--- src/rtl/apcc_pkg.sv ---
// package: shared constants, lane control struct and the 64-bit popcount function
package apcc_pkg;

    // default word width and the fixed widths of the counts
    localparam int WORD_BITS_DEF = 64;
    localparam int POP_W         = 7;
    localparam int CNT_W         = 32;
    localparam int GENOTYPES     = 3;

    // per-beat control handed from the top level to each counting lane
    typedef struct packed {
        logic adv;
        logic last;
    } t_lane_ctrl;

    // set-bit count of a 64-bit word as a six-level adder tree
    function automatic logic [POP_W-1:0] popcount64(input logic [63:0] v);
        logic [63:0] l1;
        logic [63:0] l2;
        logic [63:0] l3;
        logic [63:0] l4;
        logic [63:0] l5;
        logic [63:0] l6;
        l1 = (v  & 64'h5555_5555_5555_5555) + ((v  >> 1)  & 64'h5555_5555_5555_5555);
        l2 = (l1 & 64'h3333_3333_3333_3333) + ((l1 >> 2)  & 64'h3333_3333_3333_3333);
        l3 = (l2 & 64'h0F0F_0F0F_0F0F_0F0F) + ((l2 >> 4)  & 64'h0F0F_0F0F_0F0F_0F0F);
        l4 = (l3 & 64'h00FF_00FF_00FF_00FF) + ((l3 >> 8)  & 64'h00FF_00FF_00FF_00FF);
        l5 = (l4 & 64'h0000_FFFF_0000_FFFF) + ((l4 >> 16) & 64'h0000_FFFF_0000_FFFF);
        l6 = (l5 & 64'h0000_0000_FFFF_FFFF) + ((l5 >> 32) & 64'h0000_0000_FFFF_FFFF);
        return l6[POP_W-1:0];
    endfunction

endpackage

--- src/rtl/apcc_in_if.sv ---
// interface: input channel carrying one word of each bitset row per beat
interface apcc_in_if #(
    parameter int WORD_BITS = apcc_pkg::WORD_BITS_DEF
);
    logic                 valid;
    logic                 ready;
    logic [WORD_BITS-1:0] first_word;
    logic [WORD_BITS-1:0] second_word0;
    logic [WORD_BITS-1:0] second_word1;
    logic [WORD_BITS-1:0] second_word2;
    logic                 last_word;
    logic                 last_row;

    modport source (
        output valid, first_word, second_word0, second_word1, second_word2,
               last_word, last_row,
        input  ready
    );

    modport sink (
        input  valid, first_word, second_word0, second_word1, second_word2,
               last_word, last_row,
        output ready
    );
endinterface

--- src/rtl/apcc_out_if.sv ---
// interface: result channel carrying the three row counts per beat
interface apcc_out_if;
    logic                       valid;
    logic                       ready;
    logic [apcc_pkg::CNT_W-1:0] count0;
    logic [apcc_pkg::CNT_W-1:0] count1;
    logic [apcc_pkg::CNT_W-1:0] count2;
    logic                       row_done_last;

    modport source (
        output valid, count0, count1, count2, row_done_last,
        input  ready
    );

    modport sink (
        input  valid, count0, count1, count2, row_done_last,
        output ready
    );
endinterface

--- src/rtl/apcc_lane.sv ---
// module: one genotype lane, and + popcount + wrapping running count
module apcc_lane #(
    parameter int WORD_BITS = apcc_pkg::WORD_BITS_DEF
) (
    input  logic                       i_clk,
    input  logic                       i_rst_n,
    input  apcc_pkg::t_lane_ctrl       i_ctrl,
    input  logic [WORD_BITS-1:0]       i_a,
    input  logic [WORD_BITS-1:0]       i_b,
    output logic [apcc_pkg::CNT_W-1:0] o_sum
);
    import apcc_pkg::*;

    logic [CNT_W-1:0] r_cnt;
    logic [CNT_W-1:0] n_cnt;
    logic [63:0]      and_w;
    logic [POP_W-1:0] pop;

    // and the two words, zero-extended to 64 bits for the popcount
    always_comb begin
        and_w                = '0;
        and_w[WORD_BITS-1:0] = i_a & i_b;
        pop                  = popcount64(and_w);
    end

    // running total including this beat, wraps modulo 2^32
    assign o_sum = r_cnt + CNT_W'(pop);

    // clear at the end of a row, add a middle word's count, otherwise keep the total
    always_comb begin
        n_cnt = r_cnt;
        if (i_ctrl.adv) begin
            n_cnt = i_ctrl.last ? '0 : o_sum;
        end
    end

    always_ff @(posedge i_clk) begin
        if (!i_rst_n) begin
            r_cnt <= '0;
        end else begin
            r_cnt <= n_cnt;
        end
    end

    // count is empty right after a row has closed
    a_clear_after_last: assert property (@(posedge i_clk) disable iff (!i_rst_n)
        i_ctrl.adv && i_ctrl.last |=> r_cnt == '0)
        else $error("lane count not cleared after last word");

    // a middle word adds its count to the total
    a_middle_adds: assert property (@(posedge i_clk) disable iff (!i_rst_n)
        i_ctrl.adv && !i_ctrl.last |=> r_cnt == $past(o_sum))
        else $error("lane count did not take a middle word");

    // a stalled lane keeps its count
    a_hold_when_idle: assert property (@(posedge i_clk) disable iff (!i_rst_n)
        !i_ctrl.adv |=> $stable(r_cnt))
        else $error("lane count changed without a beat");

endmodule

--- src/rtl/and_popcount_contingency_counter.sv ---
// top level: and-popcount contingency counter with input and result registers
//
// channel  dir  payload                                          beat
// i_in     in   first_word, second_word0..2, last_word, last_row  one word per row
// o_out    out  count0, count1, count2, row_done_last             one per row end
//
// takes one beat per cycle while no last word is held; a result goes from its
// last word through the input register, then the result register around the lanes
// reset (synchronous, active low) empties both registers and zeroes the counts
// a full result register that is not taken stalls only a last-word beat in the
// input register; middle words keep flowing into the running counts
module and_popcount_contingency_counter #(
    parameter int WORD_BITS = apcc_pkg::WORD_BITS_DEF
) (
    input logic  i_clk,
    input logic  i_rst_n,
    apcc_in_if.sink    i_in,
    apcc_out_if.source o_out
);
    import apcc_pkg::*;

    // input register
    logic                 r_s1_valid;
    logic [WORD_BITS-1:0] r_first;
    logic [WORD_BITS-1:0] r_second [GENOTYPES];
    logic                 r_s1_last;
    logic                 r_s1_last_row;

    // result register
    logic                 r_out_valid;
    logic [CNT_W-1:0]     r_count [GENOTYPES];
    logic                 r_row_done_last;

    logic                 adv;
    logic                 load_out;
    logic                 in_take;
    t_lane_ctrl           lane_ctrl;
    logic [CNT_W-1:0]     lane_sum [GENOTYPES];

    // stage advance: a middle word always moves, a last word needs a free result slot
    assign adv      = r_s1_valid && (!r_s1_last || !r_out_valid || o_out.ready);
    assign load_out = adv && r_s1_last;
    assign i_in.ready = !r_s1_valid || adv;
    assign in_take  = i_in.valid && i_in.ready;

    assign lane_ctrl.adv  = adv;
    assign lane_ctrl.last = r_s1_last;

    // input register control
    always_ff @(posedge i_clk) begin
        if (!i_rst_n) begin
            r_s1_valid <= 1'b0;
        end else if (i_in.ready) begin
            r_s1_valid <= i_in.valid;
        end
    end

    // input register payload
    always_ff @(posedge i_clk) begin
        if (in_take) begin
            r_first       <= i_in.first_word;
            r_second[0]   <= i_in.second_word0;
            r_second[1]   <= i_in.second_word1;
            r_second[2]   <= i_in.second_word2;
            r_s1_last     <= i_in.last_word;
            r_s1_last_row <= i_in.last_row;
        end
    end

    // one counting lane per genotype
    for (genvar g = 0; g < GENOTYPES; g++) begin : g_lane
        apcc_lane #(
            .WORD_BITS (WORD_BITS)
        ) u_lane (
            .i_clk   (i_clk),
            .i_rst_n (i_rst_n),
            .i_ctrl  (lane_ctrl),
            .i_a     (r_first),
            .i_b     (r_second[g]),
            .o_sum   (lane_sum[g])
        );
    end

    // result register control
    always_ff @(posedge i_clk) begin
        if (!i_rst_n) begin
            r_out_valid <= 1'b0;
        end else if (load_out) begin
            r_out_valid <= 1'b1;
        end else if (o_out.ready) begin
            r_out_valid <= 1'b0;
        end
    end

    // result register payload
    always_ff @(posedge i_clk) begin
        if (load_out) begin
            r_count         <= lane_sum;
            r_row_done_last <= r_s1_last_row;
        end
    end

    assign o_out.valid         = r_out_valid;
    assign o_out.count0        = r_count[0];
    assign o_out.count1        = r_count[1];
    assign o_out.count2        = r_count[2];
    assign o_out.row_done_last = r_row_done_last;

    // a closed row shows up as a result in the next cycle
    a_row_to_result: assert property (@(posedge i_clk) disable iff (!i_rst_n)
        load_out |=> o_out.valid)
        else $error("row end did not produce a result");

    // a blocked last word backs up the input
    a_backpressure: assert property (@(posedge i_clk) disable iff (!i_rst_n)
        o_out.valid && !o_out.ready && r_s1_valid && r_s1_last |-> !i_in.ready)
        else $error("input taken while last word is blocked");

    // a middle word never waits for the result side
    a_middle_flows: assert property (@(posedge i_clk) disable iff (!i_rst_n)
        r_s1_valid && !r_s1_last |-> i_in.ready)
        else $error("middle word stalled");

endmodule
--- src/flat_wrapper.sv ---
// flat-port wrapper written by rule: the top's interface ports become plain ports
module and_popcount_contingency_counter_flat import apcc_pkg::*;
#(
    parameter int WORD_BITS = apcc_pkg::WORD_BITS_DEF
)
  (i_clk, i_rst_n, i_in_valid, i_in_first_word, i_in_second_word0, i_in_second_word1, i_in_second_word2, i_in_last_word, i_in_last_row, i_in_ready, o_out_valid, o_out_count0, o_out_count1, o_out_count2, o_out_row_done_last, o_out_ready);
  apcc_in_if #(.WORD_BITS(WORD_BITS)) i_in_i ();
  apcc_out_if o_out_i ();
  input logic i_clk;
  input logic i_rst_n;
  input wire logic [$bits(i_in_i.valid)-1:0] i_in_valid;
  input wire logic [$bits(i_in_i.first_word)-1:0] i_in_first_word;
  input wire logic [$bits(i_in_i.second_word0)-1:0] i_in_second_word0;
  input wire logic [$bits(i_in_i.second_word1)-1:0] i_in_second_word1;
  input wire logic [$bits(i_in_i.second_word2)-1:0] i_in_second_word2;
  input wire logic [$bits(i_in_i.last_word)-1:0] i_in_last_word;
  input wire logic [$bits(i_in_i.last_row)-1:0] i_in_last_row;
  output wire logic [$bits(i_in_i.ready)-1:0] i_in_ready;
  output wire logic [$bits(o_out_i.valid)-1:0] o_out_valid;
  output wire logic [$bits(o_out_i.count0)-1:0] o_out_count0;
  output wire logic [$bits(o_out_i.count1)-1:0] o_out_count1;
  output wire logic [$bits(o_out_i.count2)-1:0] o_out_count2;
  output wire logic [$bits(o_out_i.row_done_last)-1:0] o_out_row_done_last;
  input wire logic [$bits(o_out_i.ready)-1:0] o_out_ready;
  assign i_in_i.valid = i_in_valid;
  assign i_in_i.first_word = i_in_first_word;
  assign i_in_i.second_word0 = i_in_second_word0;
  assign i_in_i.second_word1 = i_in_second_word1;
  assign i_in_i.second_word2 = i_in_second_word2;
  assign i_in_i.last_word = i_in_last_word;
  assign i_in_i.last_row = i_in_last_row;
  assign i_in_ready = i_in_i.ready;
  assign o_out_valid = o_out_i.valid;
  assign o_out_count0 = o_out_i.count0;
  assign o_out_count1 = o_out_i.count1;
  assign o_out_count2 = o_out_i.count2;
  assign o_out_row_done_last = o_out_i.row_done_last;
  assign o_out_i.ready = o_out_ready;
  and_popcount_contingency_counter #(.WORD_BITS(WORD_BITS)) u_core (.i_clk(i_clk), .i_rst_n(i_rst_n), .i_in(i_in_i), .o_out(o_out_i));
endmodule
--- config.mk ---
export PLATFORM = sky130hd
export DESIGN_NAME = and_popcount_contingency_counter_flat
export DESIGN_NICKNAME = d
export VERILOG_FILES = /design/src/rtl/apcc_pkg.sv /design/src/rtl/apcc_in_if.sv /design/src/rtl/apcc_out_if.sv /design/src/rtl/apcc_lane.sv /design/src/rtl/and_popcount_contingency_counter.sv /design/src/flat_wrapper.sv
export SDC_FILE = /design/constraint.sdc
export NUM_CORES = 1
export LEC_CHECK = 0
export BUFFER_PORTS_ARGS = -buffer_cell sky130_fd_sc_hd__buf_4
export CORE_AREA = 2 2 297 299
export DETAILED_ROUTE_END_ITERATION = 7
export DIE_AREA = 0 0 299 301
export PLACE_DENSITY = 0.58
export SLEW_MARGIN = 20
export SYNTH_ARGS = -nofsm -noshare
export SYNTH_HDL_FRONTEND = slang
export SYNTH_SLANG_ARGS = --single-unit
--- constraint.sdc ---
create_clock -name i_clk -period 24.6 [get_ports i_clk]
set_input_delay 4.92 -clock i_clk [delete_from_list [all_inputs] [get_ports i_clk]]
set_output_delay 4.92 -clock i_clk [all_outputs]
set_load 0.05 [all_outputs]
==> flow_summary.json <==
{
  "status": "complete, no violations",
  "syn_inst": 2153,
  "synth_seq_area_share_pct": 47.3,
  "synth_cell_types": 79,
  "drc": 0,
  "drt-initial-drc-count": 931,
  "grt_start_max_net_pins": 71,
  "pwr-share-comb_pct": 57.7,
  "r2r_start": "u_core.r_first[30]",
  "clkPwrFrac_pct": 19.3,
  "ctsHoldBuffers": 0,
  "rsz0062_at_grt": "no",
  "clkTransAtPathRegs_ps": 50,
  "synth_top_area_share_pct": 40.0,
  "areaGrowthSynthToFinish_pct": 22.1,
  "post-route-period-util_pct": 43.0,
  "finalCriticalPeriod_ps": 10580,
  "hp-start": "u_core.r_s1_last_row",
  "total_power_mw": 4.28,
  "crit_chain": "buf_4, nor2b_1, nand3_1, buf_4",
  "synth-xor-area-share_pct": 5.29,
  "path_buf_inv": 2,
  "slew_headroom_pct": 27.8,
  "grt_usage_pct": 14.3,
  "required_ps": 19680,
  "cpLargestDelayFamily": "simple AND/OR/NAND/NOR gates",
  "drive_gt1_share_pct": 19.4,
  "regArea_um2": 12600,
  "maxSlewViolCount": 0,
  "dp_cells": 3623,
  "yosys_warnings": 0,
  "max_stage_delay_ps": 250,
  "crit_top_cell": "buf_4",
  "viasPerCell": 4.76,
  "async_flop_share_pct": 0,
  "antenna_cells": 0,
  "synthAdderAreaFrac_pct": 22.8,
  "whs_path_depth": 0,
  "synth_compound_gate_area_share_pct": 10.9,
  "switchingPower_mw": 1.79,
  "placed_area_um2": 30700,
  "fmax_mhz": 94.5,
  "ant_nets": 0,
  "synth_area_leader_cell": "edfxtp_1",
  "cts-buffers-inserted": 54,
  "worstPathArrival_ps": 5660,
  "yosysMostFrequentCell": "edfxtp_1",
  "utilization_pct": 37.6,
  "multi_input_area_um2": 13400,
  "synth_edf_count": 355,
  "num_rows": 108,
  "core-area_um2": 86500,
  "ys_ff_latch": 453,
  "cap_violations": 0,
  "synthTopCellsByCount": "edfxtp_1, ha_1, and2_1, a21o_1, inv_1",
  "finalSetupTns_ps": 0,
  "die-area_um2": 90000,
  "synth_area_leaders": "edfxtp_1, ha_1, dfxtp_1, fa_1, and2_1",
  "instances_no_fill": 3722,
  "port_buffers": 360,
  "h-tree-depth": 2,
  "dr_total_vias": 17700,
  "crit_path_end_kind": "output pin",
  "post_cts_buffers": 0,
  "die_h_um": 301,
  "tightest_slew_ps": 1080,
  "cts-root-buf": "clkbuf_16",
  "synth_mux_area_share_pct": 0.150,
  "wl_per_cell_um": 17.6,
  "hold_viol_final": 0,
  "crit_path_top_delay_cell": "buf_4",
  "ys.flop_type": "edfxtp_1",
  "clock_latency_ps": 600,
  "power_density_nw_per_um2": 132,
  "cts_tree": "built",
  "wl_um": 65700,
  "path_max_fanout": 3,
  "cts_num_sinks": 453,
  "nets": 3215,
  "skew_ps": 14.6,
  "startpoint_type": "input pin",
  "start_util_pct": 30.8,
  "finalSetupViolCount": 0,
  "antenna_found_initial": 0,
  "fillers": 8294,
  "whs_endpoint": "u_core.o_out.row_done_last",
  "p_int_mw": 2.49,
  "hpwl_um": 51700,
  "power_frac_seq_pct": 23.1,
  "die_x_um": 299,
  "synth_top_family_by_area": "adder cells",
  "io_pins": 361,
  "r2r_end": "u_core.g_lane[0].u_lane.r_cnt[28]",
  "swShare_pct": 41.8,
  "path_class": "input pin to output pin",
  "grt_pass1_vias": 18600,
  "overflow": 0,
  "stdcell_area_um2": 32500,
  "cts_resized": 0,
  "min_path_type": "flop to flop",
  "synthesis.area_um2": 26700,
  "cts_buffer_depth": 3,
  "p_leak_nw": 14.5,
  "ir_drop_mv": 0.132,
  "yosys.area_share.simple_pct": 11.0,
  "reg2reg_slack_ps": 17610,
  "r2r_cells": 21,
  "grt_pass1_wl_um": 101000,
  "dr.pass1.iters": 5,
  "synth_area_per_cell_um2": 12.4,
  "synth_nets": 2844,
  "globalplace.congestion": 0.804
}
## flip-flops by register name, indices dropped and copies added, names as in the netlist
name	cells
u_core.r_s1_last	1
u_core.r_first	64
u_core.r_s1_valid	1
u_core.o_out.count1	32
u_core.r_second	192
u_core.o_out.valid	1
u_core.r_s1_last_row	1
u_core.o_out.count0	32
u_core.o_out.count2	32
u_core.g_lane.u_lane.r_cnt	96
u_core.o_out.row_done_last	1
## stage by stage
| step | setup WS [ps] | hold WS [ps] |
|---|---|---|
| floorplan | 5810 | 400 |
| global placement | 14000 | 406 |
| detailed placement | 14020 | 424 |
| CTS | 14020 | 437 |
| global route | 13930 | 435 |
| finish | 14020 | 430 |
## per-layer routing
| layer | wire [um] | GRT usage (%) | up-vias |
|---|---|---|---|
| li1 | - | - | 8635 |
| met2 | 33400 | 25.5 | 422 |
| met3 | 3150 | 2.54 | 71 |
| met4 | 1090 | 3.07 | 0 |
| met1 | 28000 | 17.9 | 8605 |
| met5 | 0 | 0 | - |
## cell usage in the layout, fill, tap and decap left out, types with 47 or more instances in the layout
cell,instances
a21o_1,115
a21oi_1,72
and2_1,203
buf_4,375
clkbuf_16,55
dfxtp_1,98
edfxtp_1,355
fa_1,96
ha_1,333
inv_1,106
nand2_1,87
nand3_1,50
nor2_1,53
o21ai_0,47
xnor2_1,100
xor2_1,61
## cell families after synthesis
group	after synthesis
compound gates	411
xor+xnor	161
fa+ha+maj	429
buf+inv	168
flops	453
mux	4
simple gates	527
## power groups by stage
stage | Combinational [mW] | Clock (mW) | Sequential [mW]
floorplan | 1.71 | 0 | 1.07
global placement | 2.48 | 0 | 1.00
detailed placement | 2.54 | 0 | 1.00
CTS | 2.56 | 0.851 | 0.989
global route | 2.79 | 0.879 | 0.994
finish | 2.47 | 0.824 | 0.988
## worst reg2reg max path, stage by stage (launching register included)
cell and delay, ps:
edfxtp_1 410, and2_1 170, ha_1 320, ha_1 200, fa_1 540, inv_1 80
fa_1 530, inv_1 60, fa_1 650, fa_1 500, fa_1 470, a21o_1 200
a21oi_1 210, nor2b_1 60, o21ai_0 170, nand2b_1 120, ha_1 380, nor2_1 100
or2_1 240, a211oi_2 830, nand3_1 250, a221o_1 370
## worst max-delay path by stage
| stage | startpoint | end | slack (ps) | cells after the start |
|---|---|---|---|---|
| after floorplan | o_out_ready | u_core.r_first[0] | 5810 | 2 |
| after CTS | o_out_ready | i_in_ready | 14020 | 4 |
| after detailed placement | o_out_ready | i_in_ready | 14020 | 4 |
| final | o_out_ready | i_in_ready | 14020 | 4 |
| after global placement | o_out_ready | i_in_ready | 14000 | 4 |
| after global routing | o_out_ready | i_in_ready | 13930 | 4 |
## final cells by class
class | count | area share [%]
well taps | 1155 | 4.44
clock inverters | 32 | 1.26
flip-flops and latches | 453 | 38.8
clock buffers | 67 | 4.40
repair buffers | 375 | 8.65
multi-input cells | 1532 | 41.2
inverters | 108 | 1.25
(Power assumes the default switching activity.)
